--- config.mk ---
export PLATFORM = sky130hd
export DESIGN_NAME = dome_azimuth_motion_controller
export DESIGN_NICKNAME = d
export VERILOG_FILES = /design/src/rtl/dam_pkg.sv /design/src/rtl/dome_azimuth_motion_controller.sv /design/src/rtl/dam_cfg.sv /design/src/rtl/dam_ctrl.sv
export SDC_FILE = /design/constraint.sdc
export NUM_CORES = 1
export LEC_CHECK = 0
export BUFFER_PORTS_ARGS = -buffer_cell sky130_fd_sc_hd__buf_2
export CAP_MARGIN = 15
export CORE_MARGIN = 2
export CORE_UTILIZATION = 40
export CTS_CLUSTER_SIZE = 28
export DETAILED_ROUTE_END_ITERATION = 10
export SKIP_LAST_GASP = 1
export SYNTH_ARGS = -nofsm -noshare
export SYNTH_HDL_FRONTEND = slang
export SYNTH_SLANG_ARGS = --single-unit
--- constraint.sdc ---
create_clock -name clk -period 7.5 [get_ports clk]
set_input_delay 0.375 -clock clk [delete_from_list [all_inputs] [get_ports clk]]
set_output_delay 0.375 -clock clk [all_outputs]
set_load 0.03 [all_outputs]
--- src/rtl/dam_pkg.sv ---
`timescale 1ns / 1ps

package dam_pkg;

  // Command codes carried in the mode field
  localparam logic [2:0] MODE_NONE  = 3'd0;
  localparam logic [2:0] MODE_HOME  = 3'd1;
  localparam logic [2:0] MODE_GOTO  = 3'd2;
  localparam logic [2:0] MODE_ABORT = 3'd3;
  localparam logic [2:0] MODE_CLOSE = 3'd4;

  // Configuration register indexes
  localparam logic [2:0] REG_TURN_TICKS     = 3'd0;
  localparam logic [2:0] REG_PARK_POSITION  = 3'd1;
  localparam logic [2:0] REG_PARK_ON_CLOSE  = 3'd2;
  localparam logic [2:0] REG_SLOW_RANGE     = 3'd3;
  localparam logic [2:0] REG_STOP_TOLERANCE = 3'd4;
  localparam logic [2:0] REG_TIMEOUT_MS     = 3'd5;
  localparam logic [2:0] REG_HOME_POS       = 3'd6;

  localparam int unsigned CfgIndexWidth = 3;
  localparam int unsigned CfgDataWidth  = 32;

  // Configuration reset values
  localparam logic [15:0] RST_TURN_TICKS     = 16'd360;
  localparam logic [15:0] RST_PARK_POSITION  = 16'd0;
  localparam logic        RST_PARK_ON_CLOSE  = 1'b0;
  localparam logic [15:0] RST_SLOW_RANGE     = 16'd20;
  localparam logic [15:0] RST_STOP_TOLERANCE = 16'd2;
  localparam logic [31:0] RST_TIMEOUT_MS     = 32'd60000;
  localparam logic [15:0] RST_HOME_POS       = 16'd0;

  // Direction codes
  localparam logic DIR_CW  = 1'b0;
  localparam logic DIR_CCW = 1'b1;

  // Status codes
  localparam logic [1:0] STAT_IDLE  = 2'd0;
  localparam logic [1:0] STAT_ERROR = 2'd1;
  localparam logic [1:0] STAT_CW    = 2'd2;
  localparam logic [1:0] STAT_CCW   = 2'd3;

  typedef enum logic [2:0] {
    ST_IDLE     = 3'd0,
    ST_FAULT    = 3'd1,
    ST_SEEK     = 3'd2,
    ST_SLEW     = 3'd3,
    ST_APPROACH = 3'd4
  } fsm_t;

  typedef enum logic [1:0] {
    EV_NONE  = 2'd0,
    EV_HOME  = 2'd1,
    EV_GOTO  = 2'd2,
    EV_ABORT = 2'd3
  } event_t;

  typedef struct packed {
    logic [2:0]  mode;
    logic        goto_dir;
    logic [15:0] goto_target;
    logic [15:0] position;
    logic        home_seen;
    logic [31:0] now_ms;
  } in_item_t;

  typedef struct packed {
    logic       drive_cw;
    logic       drive_ccw;
    logic       motor_slow;
    logic       close_request;
    logic [1:0] dome_status;
  } out_item_t;

  typedef struct packed {
    logic [15:0] turn_ticks;
    logic [15:0] park_position;
    logic        park_on_close;
    logic [15:0] slow_range;
    logic [15:0] stop_tolerance;
    logic [31:0] timeout_ms;
    logic [15:0] home_pos;
  } cfg_t;

  // Drive levels: bit 0 clockwise, bit 1 counterclockwise, bit 2 slow
  function automatic logic [2:0] drive_code(input logic dir, input logic slow);
    drive_code = {slow, dir == DIR_CCW, dir == DIR_CW};
  endfunction

  // Shortest distance around the ring, wrapping modulo turn
  function automatic logic [15:0] ring_dist(input logic [15:0] cur,
                                            input logic [15:0] tgt,
                                            input logic [15:0] turn);
    logic [15:0] diff;
    logic [15:0] half;
    diff = (tgt > cur) ? (tgt - cur) : (cur - tgt);
    half = turn >> 1;
    ring_dist = (diff > half) ? (turn - diff) : diff;
  endfunction

endpackage

--- src/rtl/dome_azimuth_motion_controller.sv ---
`timescale 1ns / 1ps

// Channel  Direction  Handshake              Payload
// in       input      in_valid / in_ready    in_data   (in_item_t)
// out      output     out_valid / out_ready  out_data  (out_item_t)
// cfg      input      cfg_valid / cfg_ready  cfg_index, cfg_data
//
// An item is held in the input register and is then processed into the result
// register, one item per cycle while the result is not stalled.
// The state update runs in the same cycle as the result, so the next item
// always sees the state left by the one before it.
// rst (synchronous) clears both pipeline valid bits, the motion state and the
// configuration. A stalled result holds the pipeline; cfg is always ready.

module dome_azimuth_motion_controller
  import dam_pkg::*;
(
  input  logic                     clk,
  input  logic                     rst,
  input  logic                     in_valid,
  output logic                     in_ready,
  input  in_item_t                 in_data,
  output logic                     out_valid,
  input  logic                     out_ready,
  output out_item_t                out_data,
  input  logic                     cfg_valid,
  output logic                     cfg_ready,
  input  logic [CfgIndexWidth-1:0] cfg_index,
  input  logic [CfgDataWidth-1:0]  cfg_data
);

  cfg_t      cfg;
  in_item_t  hold_item;
  logic      hold_valid;
  logic      advance;
  out_item_t step_result;

  assign cfg_ready = 1'b1;
  assign advance   = hold_valid && (!out_valid || out_ready);
  assign in_ready  = !hold_valid || advance;

  dam_cfg u_cfg (
    .clk      (clk),
    .rst      (rst),
    .wr_en    (cfg_valid && cfg_ready),
    .wr_index (cfg_index),
    .wr_data  (cfg_data),
    .cfg      (cfg)
  );

  dam_ctrl u_ctrl (
    .clk    (clk),
    .rst    (rst),
    .step   (advance),
    .item   (hold_item),
    .cfg    (cfg),
    .result (step_result)
  );

  // Input register
  always_ff @(posedge clk) begin
    if (rst) begin
      hold_valid <= 1'b0;
    end else if (in_ready) begin
      hold_valid <= in_valid;
    end
  end

  always_ff @(posedge clk) begin
    if (in_valid && in_ready) begin
      hold_item <= in_data;
    end
  end

  // Result register
  always_ff @(posedge clk) begin
    if (rst) begin
      out_valid <= 1'b0;
    end else if (advance) begin
      out_valid <= 1'b1;
    end else if (out_ready) begin
      out_valid <= 1'b0;
    end
  end

  always_ff @(posedge clk) begin
    if (advance) begin
      out_data <= step_result;
    end
  end

endmodule

--- src/rtl/dam_cfg.sv ---
`timescale 1ns / 1ps

module dam_cfg
  import dam_pkg::*;
(
  input  logic                     clk,
  input  logic                     rst,
  input  logic                     wr_en,
  input  logic [CfgIndexWidth-1:0] wr_index,
  input  logic [CfgDataWidth-1:0]  wr_data,
  output cfg_t                     cfg
);

  // Write one register per item; unknown indexes are dropped
  always_ff @(posedge clk) begin
    if (rst) begin
      cfg.turn_ticks     <= RST_TURN_TICKS;
      cfg.park_position  <= RST_PARK_POSITION;
      cfg.park_on_close  <= RST_PARK_ON_CLOSE;
      cfg.slow_range     <= RST_SLOW_RANGE;
      cfg.stop_tolerance <= RST_STOP_TOLERANCE;
      cfg.timeout_ms     <= RST_TIMEOUT_MS;
      cfg.home_pos       <= RST_HOME_POS;
    end else if (wr_en) begin
      unique case (wr_index)
        REG_TURN_TICKS:     cfg.turn_ticks     <= wr_data[15:0];
        REG_PARK_POSITION:  cfg.park_position  <= wr_data[15:0];
        REG_PARK_ON_CLOSE:  cfg.park_on_close  <= wr_data[0];
        REG_SLOW_RANGE:     cfg.slow_range     <= wr_data[15:0];
        REG_STOP_TOLERANCE: cfg.stop_tolerance <= wr_data[15:0];
        REG_TIMEOUT_MS:     cfg.timeout_ms     <= wr_data[31:0];
        REG_HOME_POS:       cfg.home_pos       <= wr_data[15:0];
        default: ;
      endcase
    end
  end

endmodule

--- src/rtl/dam_ctrl.sv ---
`timescale 1ns / 1ps

module dam_ctrl
  import dam_pkg::*;
(
  input  logic      clk,
  input  logic      rst,
  input  logic      step,
  input  in_item_t  item,
  input  cfg_t      cfg,
  output out_item_t result
);

  fsm_t        fsm_state, fsm_state_next;
  logic        move_dir, move_dir_next;
  logic [15:0] target_position, target_position_next;
  logic        parking_flag, parking_flag_next;
  logic [31:0] start_time, start_time_next;
  logic        home_latch, home_latch_next;
  logic [2:0]  drive_levels, drive_levels_next;

  event_t      ev;
  logic        close_req;
  logic        timed_out;
  logic [15:0] arc;
  logic [31:0] elapsed;

  // Hold state; advance once per processed item
  always_ff @(posedge clk) begin
    if (rst) begin
      fsm_state       <= ST_IDLE;
      move_dir        <= DIR_CW;
      target_position <= '0;
      parking_flag    <= 1'b0;
      start_time      <= '0;
      home_latch      <= 1'b0;
      drive_levels    <= '0;
    end else if (step) begin
      fsm_state       <= fsm_state_next;
      move_dir        <= move_dir_next;
      target_position <= target_position_next;
      parking_flag    <= parking_flag_next;
      start_time      <= start_time_next;
      home_latch      <= home_latch_next;
      drive_levels    <= drive_levels_next;
    end
  end

  // Apply the command, then step the state machine
  always_comb begin
    fsm_state_next       = fsm_state;
    move_dir_next        = move_dir;
    target_position_next = target_position;
    parking_flag_next    = parking_flag;
    start_time_next      = start_time;
    home_latch_next      = home_latch | item.home_seen;
    drive_levels_next    = drive_levels;
    ev                   = EV_NONE;
    close_req            = 1'b0;

    unique case (item.mode)
      MODE_HOME: begin
        if (!parking_flag) begin
          // shortest way to tick zero
          move_dir_next = (item.position > (cfg.turn_ticks >> 1)) ? DIR_CW : DIR_CCW;
          ev            = EV_HOME;
        end
      end
      MODE_GOTO: begin
        if (!parking_flag) begin
          move_dir_next        = item.goto_dir;
          target_position_next = item.goto_target;
          ev                   = EV_GOTO;
        end
      end
      MODE_ABORT: ev = EV_ABORT;
      MODE_CLOSE: begin
        if (cfg.park_on_close) begin
          parking_flag_next    = 1'b1;
          target_position_next = cfg.park_position;
          ev                   = EV_GOTO;
        end else begin
          close_req = 1'b1;
        end
      end
      default: ;
    endcase

    elapsed   = item.now_ms - start_time;
    timed_out = elapsed > cfg.timeout_ms;
    arc       = ring_dist(item.position, target_position_next, cfg.turn_ticks);

    unique case (fsm_state)
      ST_SEEK: begin
        if (ev == EV_ABORT) begin
          parking_flag_next = 1'b0;
          drive_levels_next = '0;
          fsm_state_next    = ST_IDLE;
        end else if (home_latch_next) begin
          drive_levels_next = '0;
          fsm_state_next    = ST_IDLE;
          home_latch_next   = 1'b0;
        end else if (timed_out) begin
          drive_levels_next = '0;
          fsm_state_next    = ST_FAULT;
        end
      end
      ST_SLEW: begin
        if (ev == EV_ABORT) begin
          parking_flag_next = 1'b0;
          drive_levels_next = '0;
          fsm_state_next    = ST_IDLE;
        end else if (arc < cfg.slow_range) begin
          drive_levels_next = drive_code(move_dir_next, 1'b1);
          fsm_state_next    = ST_APPROACH;
        end else if (timed_out) begin
          drive_levels_next = '0;
          fsm_state_next    = ST_FAULT;
        end
      end
      ST_APPROACH: begin
        if (ev == EV_ABORT) begin
          parking_flag_next = 1'b0;
          drive_levels_next = '0;
          fsm_state_next    = ST_IDLE;
        end else if (arc < cfg.stop_tolerance) begin
          drive_levels_next = '0;
          // park arrival asks the shutter to close
          if (parking_flag_next) begin
            parking_flag_next = 1'b0;
            close_req         = 1'b1;
          end
          fsm_state_next = ST_IDLE;
        end else if (timed_out) begin
          drive_levels_next = '0;
          fsm_state_next    = ST_FAULT;
        end
      end
      default: begin
        // idle, error and unused codes start a motion on home or goto
        if (ev == EV_HOME) begin
          start_time_next   = item.now_ms;
          fsm_state_next    = ST_SEEK;
          drive_levels_next = drive_code(move_dir_next, 1'b0);
        end else if (ev == EV_GOTO) begin
          start_time_next   = item.now_ms;
          fsm_state_next    = ST_SLEW;
          drive_levels_next = drive_code(move_dir_next, 1'b0);
        end
      end
    endcase

    result.drive_cw      = drive_levels_next[0];
    result.drive_ccw     = drive_levels_next[1];
    result.motor_slow    = drive_levels_next[2];
    result.close_request = close_req;
    unique case (fsm_state_next)
      ST_FAULT:                        result.dome_status = STAT_ERROR;
      ST_SEEK, ST_SLEW, ST_APPROACH:   result.dome_status =
                                         move_dir_next ? STAT_CCW : STAT_CW;
      default:                         result.dome_status = STAT_IDLE;
    endcase
  end

endmodule
Yosys cells after proc, flatten, opt, wreduce, memory -nomap -nowiden
Index checks and enable logic that the tools add are counted.
Storage, ports and cells
  register bits after elaboration: 231
  input port bits: 109
  output and inout bits: 9
  word-level logic and storage cells: 130
Operators by class
  add/sub/neg operators: 4
  order comparisons: 6
  equal/unequal tests: 19
  mux-type cells: 53
  bitwise logic cells: 3
  reductions and logical operators: 19
Operator list (number)
  2-to-1 mux 16 bit: 4
  2-to-1 mux 32 bit: 2
  2-to-1 mux 3 bit: 18
  subtractor 16 bit: 3
  greater-than comparator 16 x 15 -> 1 bit: 2
  greater-than comparator 32 bit: 1
  less-than comparator 16 bit: 2
  one-hot mux 16 bit (2 select lines): 1
  subtractor 32 bit: 1
  == test 3 x 2 -> 1 bit, second input constant: 8
  2-to-1 mux 1 bit: 20
  one-hot mux 3 bit (3 select lines): 2
  greater-than comparator 16 bit: 1
  == test 3 bit, second input constant: 5
  AND reduction 2 bit: 6
  == test 3 x 1 -> 1 bit, second input constant: 3
  one-hot mux 2 bit (4 select lines): 1
  OR reduction 3 bit: 2
  == test 2 bit, second input constant: 2
  2-to-1 mux 2 bit: 2
  one-hot mux 1 bit (2 select lines): 2
  one-hot mux 2 bit (2 select lines): 1
  nonzero test 2 bit: 2
  zero test 3 bit: 1
  8 further kinds: 12

Depth between registers and ports, before layout
  depth after elaboration: 13
  mapped depth: 42
  gate-level depth less buffers: 37

Modules after synthesis
Synthesis repeated with hierarchy kept, for this count alone.
Unflattened totals
  cells, all modules: 1752
  area, all modules: 15935.3 µm²
Modules (own cells, without submodules)
  dam_ctrl: times used 1, cells each 1238, area an instance 8972.4 µm², sequential area each 1141.1 µm²
  dam_cfg: times used 1, cells each 427, area an instance 4595.7 µm², sequential area each 2262.2 µm²
  dome_azimuth_motion_controller: times used 1, cells each 87, area an instance 2367.3 µm², sequential area each 2292.2 µm²

Least setup slack after synthesis
OpenSTA, ideal clock, no wires.
  path kind: reg2reg
  start: register hold_item[68] (netlist name)
  end: register out_data[0] (netlist name), data pin
  setup time: 169 ps
  arrival: 7907 ps
  data required time: 7331 ps
  path slack: -576 ps
  stages on the path, launching flop included: 39
  path buffers: 5
  clock period less this slack: 8076 ps
  cells stage by stage: edfxtp_1 -> nand2b_1 -> o21ai_0 -> nand2b_1 -> clkbuf_1 -> clkbuf_1 -> a222oi_1 -> inv_1 -> ha_1 -> clkbuf_1 -> o21a_1 -> o31ai_1 -> a21oi_1 -> a221oi_2 -> buf_4 -> nor2_2 -> clkbuf_1 -> mux2_2 -> [3 not listed] -> a21boi_0 -> o21ai_0 -> nand2b_1 -> a21oi_1 -> o2111ai_1 -> a31o_2 -> a211oi_1 -> o31a_1 -> a21oi_1 -> ha_1 -> a21o_1 -> a21o_1 -> a211oi_1 -> and2_1 -> a311o_1 -> a41oi_1 -> or4b_1 -> o31ai_1
RTL lines
  start: declaration: RTL line dome_azimuth_motion_controller.sv:33  | in_item_t hold_item;
  start signal: assignment: RTL line dome_azimuth_motion_controller.sv:71  | hold_item <= in_data;
  end signal: assignment: RTL line dome_azimuth_motion_controller.sv:88  | out_data <= step_result;
  end: declaration: RTL line dome_azimuth_motion_controller.sv:25  | output out_item_t out_data,

==> flow_summary_export.csv <==
group,metric,value,unit
global_route,grt_antenna_before_repair,4,
sta,worst_slew_pin_slew,1.04,ns
cts,cts_made_buffers,27,
synthesis,synth_top_family_by_area,"compound AO/OA/AOI/OAI gates",
synthesis,synthAdderAreaFrac,15.1,%
detailed_routing,vias_per_cell,5.21,
critical_path,critPathTopFamily,"compound AO/OA/AOI/OAI gates",
critical_path,cp_data_required_time,7.89,ns
global_route,use_met2,40.6,%
placed_design,port_buffers,116,
final_layout,finalInstanceArea,19700,um^2
detailed_routing,wirelength,45200,um
placed_design,dpl.hpwl,34300,um
global_route,gr-usage-met3,3.34,%
sta,hold_viol,0,
synthesis,netlist.area_leader.share,21.1,%
synthesis,async_flop_share,0,%
die,dieArea,38600,um^2
synthesis,synthMuxAreaShare,0.710,%
synthesis,synth_xor_area_share,2.96,%
global_route,grt_pass1_vias,13200,
critical_path,startpoint_type,"flip-flop",
global_route,track_usage,23.0,%
sta,setup_slack,-0.261,ns
final_layout,final_common_cell,"nand2_1",
final_layout,instances_no_fill,2622,
global_route,grt.overflow.total,0,
sta,layout_min_cycle_time,7.76,ns
die,die_x,196,um
critical_path,cp.arrival,8.15,ns
synthesis,yosysTopAreaCell,"dfxtp_1",
placed_design,place_area,17200,um^2
power,peakVddDrop,0.000178,V
synthesis,synth-compound-area-share,21.1,%
sta,clock_skew,0.0129,ns
power,totalPowerFinal,4.95,mW
global_route,grt_max_degree,93,
synthesis,syn_area,14800,um^2
synthesis,yosys.area_share.simple,17.0,%
placed_design,pre_cts_slack,-0.464,ns
cts,cts_tree,"built",
cts,clock_sinks,231,
sta,finalSetupViolations,7,
flow_run,drv_cap,0,
critical_path,end_kind,"flip-flop",
status,outcome,"complete, but fails checks",
critical_path,cpPeakStageDelay,0.46,ns
placed_design,dpl.cell_count,2463,
synthesis,yosysUniqueCellTypes,82,
cts,root_buffer,"clkbuf_16",
synthesis,synthTopCellsByArea,"dfxtp_1, edfxtp_1, ha_1, nand2_1, a21oi_1",
final_layout,fill_cells,3369,
final_layout,final_layout_size_suffix_gt1_share,22.9,%
synthesis,synthCells,1772,
synthesis,synth_edf_count,75,
die,io_pins,118,
die,num_rows,70,
detailed_routing,num_vias,13700,
cts,cts_buffer_depth,3,
final_layout,area_delta_synth_final,32.9,%
synthesis,yosys_warnings,0,
cts,ctsHtreeMaxLevel,1,
sta,finalMaxSlewViolations,0,
final_layout,nNetsFinal,2415,
synthesis,synth.avg_cell_area,8.36,um^2
global_route,grt_util_met1,28.5,%
detailed_routing,drtAntennaViolNets,0,
die,core_area,36500,um^2
synthesis,yosys_most_used_dff,"dfxtp_1",
hold_path,hold_class,"primary input to flip-flop",
critical_path,critPathMaxFanout,15,
cts,clk_latency,0.57,ns
final_layout,multiInputGateArea,9010,um^2
synthesis,synth.net_count,2057,
cts,path_clk_slew,0.06,ns
sta,post-route-period-util,103,%
status,violations,"negative setup slack",
critical_path,critPathKind,"flip-flop to flip-flop",
synthesis,ys_ff_latch,231,
placed_design,place.gp.congestion,0.922,
detailed_routing,routedWlPerCell,17.2,um
power,cellLeakagePower,8.24,nW
global_route,top_usage_layer,"met2",
detailed_routing,drt_first_pass_iters,8,
die,die_h,196,um
detailed_routing,first_iter_violations,780,
sta,relSlewSlack,30.9,%
die,initial_core_util,40.6,%
critical_path,crit_top_cell,"buf_4",
sta,fmax,129,MHz
global_route,grt_pass1_wl,70200,um
final_layout,layout_common_cells,"nand2_1, buf_4, inv_1",
power,power_density,251,nW/um^2
final_layout,ff_latch_area,5380,um^2
critical_path,critPathBufInv,8,
synthesis,synth_seq_area_share,36.3,%
detailed_routing,drc,0,
critical_path,cpMaxStageDelayCell,"or4b_1",
sta,rsz0062_at_grt,"yes",
-- kinds of logic after synthesis --
group,count (synthesis)
flops,231
buf+inv,262
mux,10
fa+ha+maj,176
xor+xnor,50
other cells,1
simple gates,566
compound gates,476
-- tightest hold or removal path, delay by kind of cell --
kind	cells	cell delay, ns
buffers and inverters	1	0.09
and+or+nand+nor	1	0.07
AOI/OAI and AO/OA	1	0.04
-- flip-flops by register name, indices dropped and copies added, names as in the netlist, 3 cells and up --
name,count
u_cfg.cfg,97
hold_item,69
u_ctrl.start_time,32
u_ctrl.target_position,16
out_data,6
u_ctrl.drive_levels,3
u_ctrl.fsm_state,3
-- path summary, 6_finish.rpt --
kind / from / endpoint / slack, ns / cells past startpoint
worst max-delay path: hold_item[68]$_DFFE_PP_ / out_data[0]$_DFFE_PP_ / -0.26 / 37
worst max register to register: hold_item[68]$_DFFE_PP_ / out_data[0]$_DFFE_PP_ / -0.26 / 37
worst min register to register: u_ctrl.start_time[24]$_SDFFE_PP0P_ / u_ctrl.start_time[24]$_SDFFE_PP0P_ / 0.45 / 2
worst min-delay path: in_valid / hold_valid$_SDFFE_PP0N_ / 0.04 / 3
-- cell type report --
class | instances | share of cell area [%]
Timing Repair Buffer | 404 | 15.2
Multi-Input combinational cell | 1279 | 45.8
Sequential cell | 231 | 27.3
Inverter | 187 | 3.58
Tap cell | 468 | 2.98
Clock inverter | 17 | 1.23
Clock buffer | 33 | 3.87
Antenna cell | 3 | 0.0381
-- synth_stat cells (5+ instances only) --
cell type  count
nand2_1      319
a21oi_1      191
inv_1        186
ha_1         172
dfxtp_1      156
nor2_1        87
edfxtp_1      75
clkbuf_1      65
o21ai_0       54
a21o_1        46
xnor2_1       35
a211oi_1      29
nor3_1        27
o21a_1        26
nand4_1       23
o211ai_1      22
nor2b_1       21
nand2b_1      17
nand3_1       17
a222oi_1      16
xor2_1        15
a31oi_1       11
o31ai_1       10
and3_1         9
or3_1          9
or2_2          7
a2111oi_0      6
mux2i_1        6
a21boi_0       5
a221oi_1       5
and2_1         5
nand3b_1       5
nor4_1         5
o211a_1        5
o221ai_1       5
-- stage by stage --
stage               util [%]  setup TNS, ns  hold WS (ns)
floorplan                  -        -0.0401         0.436
global placement        47.0          -2.22         0.441
detailed placement      47.0          -2.95         0.447
CTS                     52.5         -0.746        0.0235
global route            53.9          -5.91        0.0445
finish                  53.9          -1.09        0.0421
-- layer usage --
| layer | routed length (um) | up-vias |
|---|---|---|
| li1 | - | 6935 |
| met1 | 19500 | 6342 |
| met2 | 21900 | 294 |
| met3 | 2020 | 87 |
| met4 | 1700 | 2 |
| met5 | 13 | - |
-- power breakdown --
| part | internal, mW | leakage [nW] | switching [mW] |
|---|---|---|---|
| sequential | 1.35 | 2.00 | 0.0362 |
| combinational | 1.05 | 5.75 | 1.04 |
| clock | 0.901 | 0.486 | 0.575 |
| total | 3.30 | 8.24 | 1.65 |
-- repair_timing --
| action | CTS | global route |
|---|---|---|
| cloned | 0 | 1 |
| setup endpoints to repair | 12 | 13 |
| resized for setup | 42 | 60 |
| pin swaps | 37 | 46 |
| hold buffers | 69 | 0 |
| endpoints found under the hold margin | 69 | 0 |
| buffers inserted | 18 | 18 |
Power figures use the tool's default switching activity.
